**config.mk**
```make
export PLATFORM = sky130hd
export DESIGN_NAME = posting_list_delta_varint_decoder
export DESIGN_NICKNAME = d
export VERILOG_FILES = /design/src/design/plddv_pkg.sv /design/src/design/plddv_in_stage.sv /design/src/design/plddv_core.sv /design/src/design/plddv_out_stage.sv /design/src/design/posting_list_delta_varint_decoder.sv
export SDC_FILE = /design/constraint.sdc
export NUM_CORES = 1
export LEC_CHECK = 0
export BUFFER_PORTS_ARGS = -buffer_cell sky130_fd_sc_hd__buf_4
export CORE_MARGIN = 2
export CORE_UTILIZATION = 55
export DETAILED_ROUTE_END_ITERATION = 8
export PLACE_DENSITY = 0.74
export SYNTH_ARGS = -nofsm -noshare
export SYNTH_HDL_FRONTEND = slang
export SYNTH_SLANG_ARGS = --single-unit
export TNS_END_PERCENT = 30
```
**constraint.sdc**
```tcl
create_clock -name clk -period 7.35 [get_ports clk]
set_clock_uncertainty 0.05 [all_clocks]
set_input_delay 1.47 -clock clk [delete_from_list [all_inputs] [get_ports clk]]
set_output_delay 1.47 -clock clk [all_outputs]
set_load 0.005 [all_outputs]
```
**src/design/plddv_pkg.sv**
```systemverilog
// Shared types and constants for the posting-list delta varint decoder.
// No dependencies.
package plddv_pkg;

  typedef struct packed {
    logic       command;
    logic [7:0] data_byte;
  } in_item_t;

  typedef struct packed {
    logic        result_kind;
    logic [63:0] doc_id;
    logic [1:0]  status;
    logic [31:0] consumed_bytes;
  } out_item_t;

  localparam logic CMD_DATA = 1'b0;
  localparam logic CMD_EOS  = 1'b1;

  localparam logic KIND_ID     = 1'b0;
  localparam logic KIND_STATUS = 1'b1;

  localparam logic [1:0] ST_OK      = 2'd0;
  localparam logic [1:0] ST_TRUNC   = 2'd1;
  localparam logic [1:0] ST_CORRUPT = 2'd2;

  localparam logic [6:0] SHIFT_STEP = 7'd7;
  localparam logic [6:0] SHIFT_LAST = 7'd63;

endpackage

```
**src/design/plddv_in_stage.sv**
```systemverilog
// Input register of the decoder: holds one request until the core takes it.
// Depends on plddv_pkg.
module plddv_in_stage (
  input  logic               clk,
  input  logic               rst_n,
  input  logic               in_valid,
  output logic               in_ready,
  input  plddv_pkg::in_item_t in_data,
  input  logic               take,
  output logic               vld,
  output plddv_pkg::in_item_t item
);
  import plddv_pkg::*;

  logic     vld_r;
  in_item_t item_r;

  assign in_ready = !vld_r || take;
  assign vld      = vld_r;
  assign item     = item_r;

  always_ff @(posedge clk) begin
    if (!rst_n) begin
      vld_r <= 1'b0;
    end else if (in_ready) begin
      vld_r <= in_valid;
    end
  end

  always_ff @(posedge clk) begin
    if (in_valid && in_ready) begin
      item_r <= in_data;
    end
  end

endmodule

```
**src/design/plddv_core.sv**
```systemverilog
// Decoder state and combinational step: block header, varint shift-or,
// delta add with wrap and repeat checks, end-of-stream status. Uses plddv_pkg.
module plddv_core #(
  parameter int COUNT_WIDTH = 32
) (
  input  logic                clk,
  input  logic                rst_n,
  input  logic                go,
  input  plddv_pkg::in_item_t item,
  output logic                res_vld,
  output plddv_pkg::out_item_t res
);
  import plddv_pkg::*;

  logic                   in_block_r, in_block_nxt;
  logic [7:0]             ids_left_r, ids_left_nxt;
  logic                   in_varint_r, in_varint_nxt;
  logic [63:0]            delta_r, delta_nxt;
  logic [6:0]             shift_r, shift_nxt;
  logic [63:0]            prev_r, prev_nxt;
  logic                   seen_r, seen_nxt;
  logic [1:0]             err_r, err_nxt;
  logic [COUNT_WIDTH-1:0] cnt_r, cnt_nxt;

  logic [6:0]  payload;
  logic [63:0] accum;
  logic [64:0] sum;
  logic [63:0] cnt64;
  logic [63:0] id_val;
  logic [1:0]  st;

  always_comb begin
    payload = item.data_byte[6:0];
    accum   = delta_r | (64'(payload) << shift_r[5:0]);
    sum     = {1'b0, prev_r} + {1'b0, accum};
    id_val  = seen_r ? sum[63:0] : accum;
    cnt64   = 64'(cnt_r);

    in_block_nxt  = in_block_r;
    ids_left_nxt  = ids_left_r;
    in_varint_nxt = in_varint_r;
    delta_nxt     = delta_r;
    shift_nxt     = shift_r;
    prev_nxt      = prev_r;
    seen_nxt      = seen_r;
    err_nxt       = err_r;
    cnt_nxt       = cnt_r;
    res_vld       = 1'b0;
    res           = '0;
    st            = err_r;

    if (go) begin
      if (item.command == CMD_EOS) begin
        if (err_r == ST_OK && (in_block_r || in_varint_r)) begin
          st = ST_TRUNC;
        end
        res_vld            = 1'b1;
        res.result_kind    = KIND_STATUS;
        res.status         = st;
        if (st == ST_OK) begin
          res.consumed_bytes = (|cnt64[63:32]) ? 32'hFFFF_FFFF : cnt64[31:0];
        end
        in_block_nxt  = 1'b0;
        ids_left_nxt  = '0;
        in_varint_nxt = 1'b0;
        delta_nxt     = '0;
        shift_nxt     = '0;
        prev_nxt      = '0;
        seen_nxt      = 1'b0;
        err_nxt       = ST_OK;
        cnt_nxt       = '0;
      end else if (err_r == ST_OK) begin
        if (!(&cnt_r)) begin
          cnt_nxt = cnt_r + 1'b1;
        end
        if (!in_block_r) begin
          if (item.data_byte == 8'd0) begin
            err_nxt = ST_CORRUPT;
          end else begin
            in_block_nxt  = 1'b1;
            ids_left_nxt  = item.data_byte;
            in_varint_nxt = 1'b0;
            delta_nxt     = '0;
            shift_nxt     = '0;
          end
        end else if (shift_r[6] || (shift_r == SHIFT_LAST && payload > 7'd1)) begin
          err_nxt = ST_CORRUPT;
        end else if (item.data_byte[7]) begin
          delta_nxt     = accum;
          in_varint_nxt = 1'b1;
          shift_nxt     = shift_r + SHIFT_STEP;
        end else if (seen_r && (accum == 64'd0 || sum[64])) begin
          delta_nxt = accum;
          err_nxt   = ST_CORRUPT;
        end else begin
          prev_nxt      = id_val;
          seen_nxt      = 1'b1;
          in_varint_nxt = 1'b0;
          delta_nxt     = '0;
          shift_nxt     = '0;
          ids_left_nxt  = ids_left_r - 8'd1;
          if (ids_left_r == 8'd1) begin
            in_block_nxt = 1'b0;
          end
          res_vld         = 1'b1;
          res.result_kind = KIND_ID;
          res.doc_id      = id_val;
        end
      end
    end
  end

  always_ff @(posedge clk) begin
    if (!rst_n) begin
      in_block_r  <= 1'b0;
      ids_left_r  <= '0;
      in_varint_r <= 1'b0;
      delta_r     <= '0;
      shift_r     <= '0;
      prev_r      <= '0;
      seen_r      <= 1'b0;
      err_r       <= ST_OK;
      cnt_r       <= '0;
    end else begin
      in_block_r  <= in_block_nxt;
      ids_left_r  <= ids_left_nxt;
      in_varint_r <= in_varint_nxt;
      delta_r     <= delta_nxt;
      shift_r     <= shift_nxt;
      prev_r      <= prev_nxt;
      seen_r      <= seen_nxt;
      err_r       <= err_nxt;
      cnt_r       <= cnt_nxt;
    end
  end

endmodule

```
**src/design/plddv_out_stage.sv**
```systemverilog
// Result register of the decoder: holds one result until downstream takes it.
// Depends on plddv_pkg.
module plddv_out_stage (
  input  logic                 clk,
  input  logic                 rst_n,
  input  logic                 load,
  input  plddv_pkg::out_item_t res,
  output logic                 can_take,
  output logic                 out_valid,
  input  logic                 out_ready,
  output plddv_pkg::out_item_t out_data
);
  import plddv_pkg::*;

  logic      vld_r;
  out_item_t data_r;

  assign can_take  = !vld_r || out_ready;
  assign out_valid = vld_r;
  assign out_data  = data_r;

  always_ff @(posedge clk) begin
    if (!rst_n) begin
      vld_r <= 1'b0;
    end else if (can_take) begin
      vld_r <= load;
    end
  end

  always_ff @(posedge clk) begin
    if (load && can_take) begin
      data_r <= res;
    end
  end

endmodule

```
**src/design/posting_list_delta_varint_decoder.sv**
```systemverilog
// Posting-list delta varint decoder, top level. Depends on plddv_pkg and the
// plddv_in_stage, plddv_core and plddv_out_stage modules.
// Requests wait in the input register; the core decodes combinationally into the result register.
// Throughput: 1 byte per cycle; input stalls only while both stages are full and out_ready is low.
// Reset: synchronous active-low rst_n clears all decode state and both stages.
module posting_list_delta_varint_decoder #(
  parameter int COUNT_WIDTH = 32
) (
  input  logic                 clk,
  input  logic                 rst_n,
  input  logic                 in_valid,
  output logic                 in_ready,
  input  plddv_pkg::in_item_t  in_data,
  output logic                 out_valid,
  input  logic                 out_ready,
  output plddv_pkg::out_item_t out_data
);
  import plddv_pkg::*;

  logic      stg_vld;
  in_item_t  stg_item;
  logic      can_take;
  logic      take;
  logic      res_vld;
  out_item_t res;

  assign take = stg_vld && can_take;

  plddv_in_stage u_in (
    .clk      (clk),
    .rst_n    (rst_n),
    .in_valid (in_valid),
    .in_ready (in_ready),
    .in_data  (in_data),
    .take     (take),
    .vld      (stg_vld),
    .item     (stg_item)
  );

  plddv_core #(.COUNT_WIDTH(COUNT_WIDTH)) u_core (
    .clk     (clk),
    .rst_n   (rst_n),
    .go      (take),
    .item    (stg_item),
    .res_vld (res_vld),
    .res     (res)
  );

  plddv_out_stage u_out (
    .clk       (clk),
    .rst_n     (rst_n),
    .load      (res_vld),
    .res       (res),
    .can_take  (can_take),
    .out_valid (out_valid),
    .out_ready (out_ready),
    .out_data  (out_data)
  );

  a_status_no_id: assert property (@(posedge clk) disable iff (!rst_n)
    out_valid && out_data.result_kind == KIND_STATUS |-> out_data.doc_id == 64'd0)
    else $error("status result carries an id");

  a_id_clean: assert property (@(posedge clk) disable iff (!rst_n)
    out_valid && out_data.result_kind == KIND_ID
      |-> out_data.status == ST_OK && out_data.consumed_bytes == 32'd0)
    else $error("id result carries status fields");

  a_err_no_count: assert property (@(posedge clk) disable iff (!rst_n)
    out_valid && out_data.status != ST_OK |-> out_data.consumed_bytes == 32'd0)
    else $error("byte count reported on failed stream");

  a_stall_held: assert property (@(posedge clk) disable iff (!rst_n)
    !in_ready |-> stg_vld && out_valid && !out_ready)
    else $error("input stalled without output backpressure");

endmodule

```
# --- Word level (Yosys, flattened, before mapping) ---
# Index checks and enable logic that the tools add are counted.
word_totals:
  latch_bits: 0
  output_inout_bits: 101
  mem_count: 0
  mem_bits_rw: 0
  rom_bits: 0
  register_bits: 290
  in_bits: 13
classes:
  addsub: 4
  bitwise: 4
  reduce_logical: 31
  n_mul: 0
  muxes: 75
  div: 0
  eq_ne: 13
  order_cmp: 1
  shifts: 1
op_table:
  columns: ["operator", "n"]
  rows:
  - ["64-bit 2-to-1 mux", 15]
  - ["65-bit 2-to-1 mux", 4]
  - ["32-bit 2-to-1 mux", 3]
  - ["64-bit by 64-bit adder with 65-bit output", 1]
  - ["64-bit zero test", 1]
  - ["64-bit bitwise OR", 1]
  - ["7-bit by 6-bit left shift with 64-bit output", 1]
  - ["8-bit 2-to-1 mux", 7]
  - ["7-bit 2-to-1 mux", 7]
  - ["32-bit by 1-bit adder with 32-bit output (second input constant)", 1]
  - ["32-bit AND reduction", 1]
  - ["1-bit 2-to-1 mux", 29]
  - ["2-bit 2-to-1 mux", 10]
  - ["4-bit inequality test (second input constant)", 3]
  - ["6-bit AND reduction", 2]
  - ["5-bit AND reduction", 2]
  - ["3-bit inequality test (second input constant)", 3]
  - ["8-bit by 1-bit == test with 1-bit output (second input constant)", 1]
  - ["8-bit zero test", 1]
  - ["8-bit by 1-bit subtractor with 8-bit output (second input constant)", 1]
  - ["7-bit by 3-bit adder with 7-bit output (second input constant)", 1]
  - ["7-bit by 6-bit == test with 1-bit output (second input constant)", 1]
  - ["7-bit by 1-bit greater-than comparator with 1-bit output (second input constant)", 1]
  - ["7-bit OR reduction", 1]
  - ["other kinds (13)", 31]

# --- Depth between registers and ports, before layout ---
logic_depth:
  ltp_word: 13
  ltp_mapped: 22
  depth_no_buf: 17

# --- Hierarchy ---
# From an unflattened synthesis, not the netlist that was laid out.
hier_totals:
  cells_unflattened: 1857
  area_unflattened_um2: 17085.1
by_module_without_submodules:
  columns: ["module", "area_each_um2", "cells_per_inst", "n_inst", "seq_area_each_um2"]
  rows:
  - ["plddv_core", 13720.7, 1738, 1, 3583.4]
  - ["plddv_out_stage", 3030.4, 104, 1, 2992.9]
  - ["plddv_in_stage", 327.8, 14, 1, 290.3]
  - ["posting_list_delta_varint_decoder", 6.3, 1, 1, 0.0]

# --- Worst setup path before layout ---
# Ideal clock, no wire load.
synth_timing:
  kind: "reg2reg"
  start: "register u_core.shift_r[0]"
  end: "register u_out.data_r (netlist bit u_out.out_data[0]), enable pin"
  setup_ps: 452
  path_slack_ps: 1259
  arrival_ps: 5589
  path_stages_with_launch: 18
  cell_sequence: "dfxtp_1 -> buf_2 -> buf_2 -> buf_2 -> nand3_1 -> o32a_1 -> o31ai_1 -> ha_1 -> clkbuf_1 -> a21oi_1 -> o21ai_0 -> a21oi_1 -> a21oi_1 -> nor3_1 -> a31oi_1 -> nor4_1 -> a21oi_1 -> inv_1"
synth_between:
  elab_chain_cells: 13
synth_rtl:
  columns: ["element", "line", "text"]
  rows:
  - ["start, declared", "plddv_core.sv:19", "logic [6:0] shift_r, shift_nxt;"]
  - ["start signal, assigned", "plddv_core.sv:129", "shift_r <= shift_nxt;"]
  - ["7-bit by 6-bit left shift with 64-bit output", "plddv_core.sv:34", "accum = delta_r | (64'(payload) << shift_r[5:0]);"]
  - ["64-bit bitwise OR", "plddv_core.sv:34", null]
  - ["64-bit by 64-bit adder with 65-bit output / 64-bit zero test (equally long branches)", "plddv_core.sv:35, plddv_core.sv:92", null]
  - ["1-bit logical OR", "plddv_core.sv:92", "end else if (seen_r && (accum == 64'd0 || sum[64])) begin"]
  - ["1-bit logical AND", "plddv_core.sv:92", null]
  - ["1-bit 2-to-1 mux", "plddv_core.sv:92", null]
  - ["1-bit 2-to-1 mux", "plddv_core.sv:88", "end else if (item.data_byte[7]) begin"]
  - ["1-bit 2-to-1 mux (*)", "plddv_core.sv:86", "end else if (shift_r[6] || (shift_r == SHIFT_LAST && payload > 7'd1)) begin"]
  - ["1-bit 2-to-1 mux (*)", "plddv_core.sv:76", "if (!in_block_r) begin"]
  - ["1-bit 2-to-1 mux (*)", "plddv_core.sv:72", "end else if (err_r == ST_OK) begin"]
  - ["1-bit 2-to-1 mux (*)", "plddv_core.sv:53", "if (item.command == CMD_EOS) begin"]
  - ["1-bit 2-to-1 mux (*)", "plddv_core.sv:52", "if (go) begin"]
  - ["1-bit logical AND (*)", "plddv_out_stage.sv:31", "if (load && can_take) begin"]
  - ["end signal, assigned", "plddv_out_stage.sv:32", "data_r <= res;"]
  - ["end, declared", "plddv_out_stage.sv:16", "out_item_t data_r;"]
# Mark *: on every way between the ends. The rest lies on a longest branch, timed or not.
# A chain may end at the register's enable or synchronous reset.

# --- Worst setup path after layout ---
layout_timing:
  start: "register u_core.shift_r[1]"
  end: "register u_out.data_r (netlist bit u_out.out_data[58]), enable pin"
# The elaborated chain is that of the path after synthesis.

==> results.cfg <==
[outcome]
status = completed

[power]
switching_power_uw = 784
seqPwrFrac_pct = 49.3
intPower_uw = 2650
irDropWorstVdd_mv = 0.222
combPwrFrac_pct = 4.1
power.density_mw_per_mm2 = 180
p_sw_share_pct = 22.8
power_leakage_uw = 0.00776
power_frac_clock_pct = 46.7

[global_routing]
grt_start_max_net_pins = 69
grt_pass1_vias = 14379
antenna_found_initial = 0
grtUsageTotal_pct = 30.5
grt_remaining_overflow = 0
grt_pass1_wl_um = 77600

[synth]
syn_area_mm2 = 0.0168
yosysTopAreaCell = dfxtp_1
synthTopCellsByArea = dfxtp_1 22%, edfxtp_1 19%, a21oi_1 5.3%
synthArstFlopShare_pct = 0
synth_top_area_share_pct = 21.6
yosys_warnings = 0
syn_inst = 1964
seq_area_frac_synth_pct = 40.9
synth-seq-cells = 289
synthFlopType = dfxtp_1
syn_area_per_cell_um2 = 8.56
yosysUniqueCellTypes = 83
synth_fp_nets = 2047
synth-edff-count = 108

[timing]
setup_viol = 0
max_slew_margin_pct = 23.6
fin_crit_sh_pct = 95.0
worstMarginPinSlew_ns = 1.15
hold_viol = 0
min_period_ns = 6.98
max_clock_freq_ghz = 0.143
rsz0062_at_grt = false
slew_violations = 0
tns_ns = 0

[final_layout]
areaGrowthSynthToFinish_pct = 13.5
drive_gt1_share_pct = 11.8
final_nets = 2114
final_cell_mix = 209 x nand2_1, 197 x nor2_1, 180 x dfxtp_1
fin_util_pct = 62.9
nFillCells = 2610
diodes = 0
final_common_cell = nand2_1

[clock_network]
cts_setup_buffers = 0
clk_pin_slew_worst_paths_ns = 0.06
cts_max_level = 1
worstSkewPairLatency_ns = 0.59
cts_inserted_buffers = 30
cts.hold.buffers_added = 0
tritoncts = done
clock-root-buffer = clkbuf_16
post_cts_resized = 0
clock-sinks = 289
clock_path_buffers = 3

[setup_path]
critPathKind = flop to flop
r2r_slack_ns = 0.37
path_max_fanout = 58
arrival_ns = 7.18
cp-start-kind = flop
worstSetupEndpoint = u_out.out_data[58]$_SDFFCE_PP0P_
worst_ep_required_time_ns = 7.54
ff2ff_path_depth = 15
worstSetupEndpointType = flop
timing.rr.end = u_out.out_data[58]$_SDFFCE_PP0P_
r2r-start = u_core.shift_r[1]$_SDFFE_PN0P_
critPathLaunch = u_core.shift_r[1]$_SDFFE_PN0P_

[die]
die_w_um = 179
initial_core_util_pct = 55.4
ioPinCount = 114
dieHeight_um = 179
dieArea_mm2 = 0.0320
core_mm2 = 0.0303
rows = 64

[detailed_routing]
ant_nets = 0
topRoutingLayerUsed = met4
avgViaCountPerCell = 6.32
num_vias = 15480
drc_errors = 0
first_pass_iters = 6
drtIter0Drc = 1581
routed_wirelength_um = 49400
wl_met2_um = 22100
routedWlPerCell_um = 20.2
wl_met3_um = 3820
wl_met1_um = 21200

[min_path]
hold_class = flop to flop

[placed_design]
dpl.hpwl_um = 36200
portBuffers = 113
globalplace.congestion = 1.07

[flow_run]
maxCapViolations = 0
==> Yosys cell counts (all sizes together) (12+ instances only) <==
| library cell | number |
|---|---|
| nor2 | 197 |
| a22o | 41 |
| o31ai | 12 |
| nand4 | 41 |
| a21oi | 182 |
| buf | 33 |
| dfxtp | 181 |
| nor3 | 33 |
| ha | 69 |
| xnor2 | 42 |
| a31oi | 23 |
| a211oi | 13 |
| edfxtp | 108 |
| and2 | 42 |
| nor4 | 20 |
| a21o | 53 |
| nand2b | 14 |
| o21ai | 165 |
| clkbuf | 84 |
| inv | 75 |
| nand3 | 39 |
| xor2 | 38 |
| nand2 | 209 |
| nor2b | 24 |
| mux2i | 18 |
| or3 | 20 |
==> worst max-delay path, stage by stage (launching register included) <==
cell and delay, ns:
dfxtp_1 0.88, mux2_1 0.40, mux4_2 0.66, a21oi_1 0.64
inv_1 0.10, ha_1 0.24, a21oi_1 0.23, o21ai_0 0.19
nor3_1 0.31, a2111oi_0 0.18, nor3_1 0.52, a31oi_1 0.37
nor4_1 0.76, a21oi_1 0.35, inv_4 0.35, buf_12 0.31
==> kinds of logic after synthesis <==
logic type	count (synthesis)	share of synthesized area, %
flops	289	40.9
fa+ha+maj	70	5.26
compound gates	601	22.6
xor+xnor	80	4.17
buf+inv	194	4.60
simple gates	699	20.2
mux	31	2.26
==> worst min-delay path by stage <==
stage	cells past startpoint	start	endpoint	slack, ns
2_1_floorplan	2	u_core.delta_r[19]$_SDFFE_PN0P_	u_core.delta_r[19]$_SDFFE_PN0P_	0.38
3_3_place_gp	2	u_core.delta_r[15]$_SDFFE_PN0P_	u_core.delta_r[15]$_SDFFE_PN0P_	0.39
3_5_place_dp	2	u_core.delta_r[15]$_SDFFE_PN0P_	u_core.delta_r[15]$_SDFFE_PN0P_	0.40
4_1_cts	2	u_core.delta_r[15]$_SDFFE_PN0P_	u_core.delta_r[15]$_SDFFE_PN0P_	0.41
5_1_grt	2	u_core.delta_r[15]$_SDFFE_PN0P_	u_core.delta_r[15]$_SDFFE_PN0P_	0.43
6_report	2	u_core.delta_r[15]$_SDFFE_PN0P_	u_core.delta_r[15]$_SDFFE_PN0P_	0.41
==> per-layer routing <==
metal  track usage [%]  vias up
met3              5.56      155
met4              12.9        0
met2              47.8      684
met5                 0        -
met1              41.3     7345
li1                  -     7296
==> area by class of cell <==
class                      instances  area (um^2)  share of cell area [%]
sequential                       289         6870                    36.0
tap                              396          495                    2.60
inverter                          77          292                    1.53
multi-input combinational       1481         9190                    48.2
clock buffer                      41          896                    4.70
timing repair buffer             152         1180                    6.18
clock inverter                    14          158                   0.826
==> power by group through the flow <==
stage | Combinational (uW) | Sequential (uW) | Clock, uW
global route | 153 | 1690 | 1680
CTS | 139 | 1690 | 1620
detailed placement | 138 | 1730 | 0
global placement | 136 | 1730 | 0
floorplan | 85.4 | 1720 | 0
finish | 140 | 1690 | 1600
==> stage by stage <==
| step | cell area, um^2 | setup WS [ns] | std cells | hold WS [ns] | total power (uW) |
|---|---|---|---|---|---|
| 6_report | 19100 | 0.365 | 2450 | 0.410 | 3440 |
| 3_3_place_gp | 18000 | 0.779 | 2395 | 0.386 | 1860 |
| 3_5_place_dp | 18000 | 0.575 | 2395 | 0.397 | 1870 |
| 5_1_grt | 19100 | 0.00848 | 2450 | 0.435 | 3530 |
| 4_1_cts | 19100 | 0.517 | 2450 | 0.407 | 3460 |
| 2_1_floorplan | 16800 | 1.26 | 1964 | 0.375 | 1810 |
==> flip-flops by register name, indices dropped and copies added (netlist names) <==
register            cells
u_core.err_r            1
u_core.cnt_r           32
u_out.out_valid         1
u_in.vld                1
u_core.shift_r          7
u_core.prev_r          64
u_core.ids_left_r       8
u_core.in_varint_r      1
u_core.in_block_r       1
u_in.item               9
u_core.delta_r         64
u_out.out_data         99
u_core.seen_r           1
Note: power is estimated with default switching activity, not from simulation.
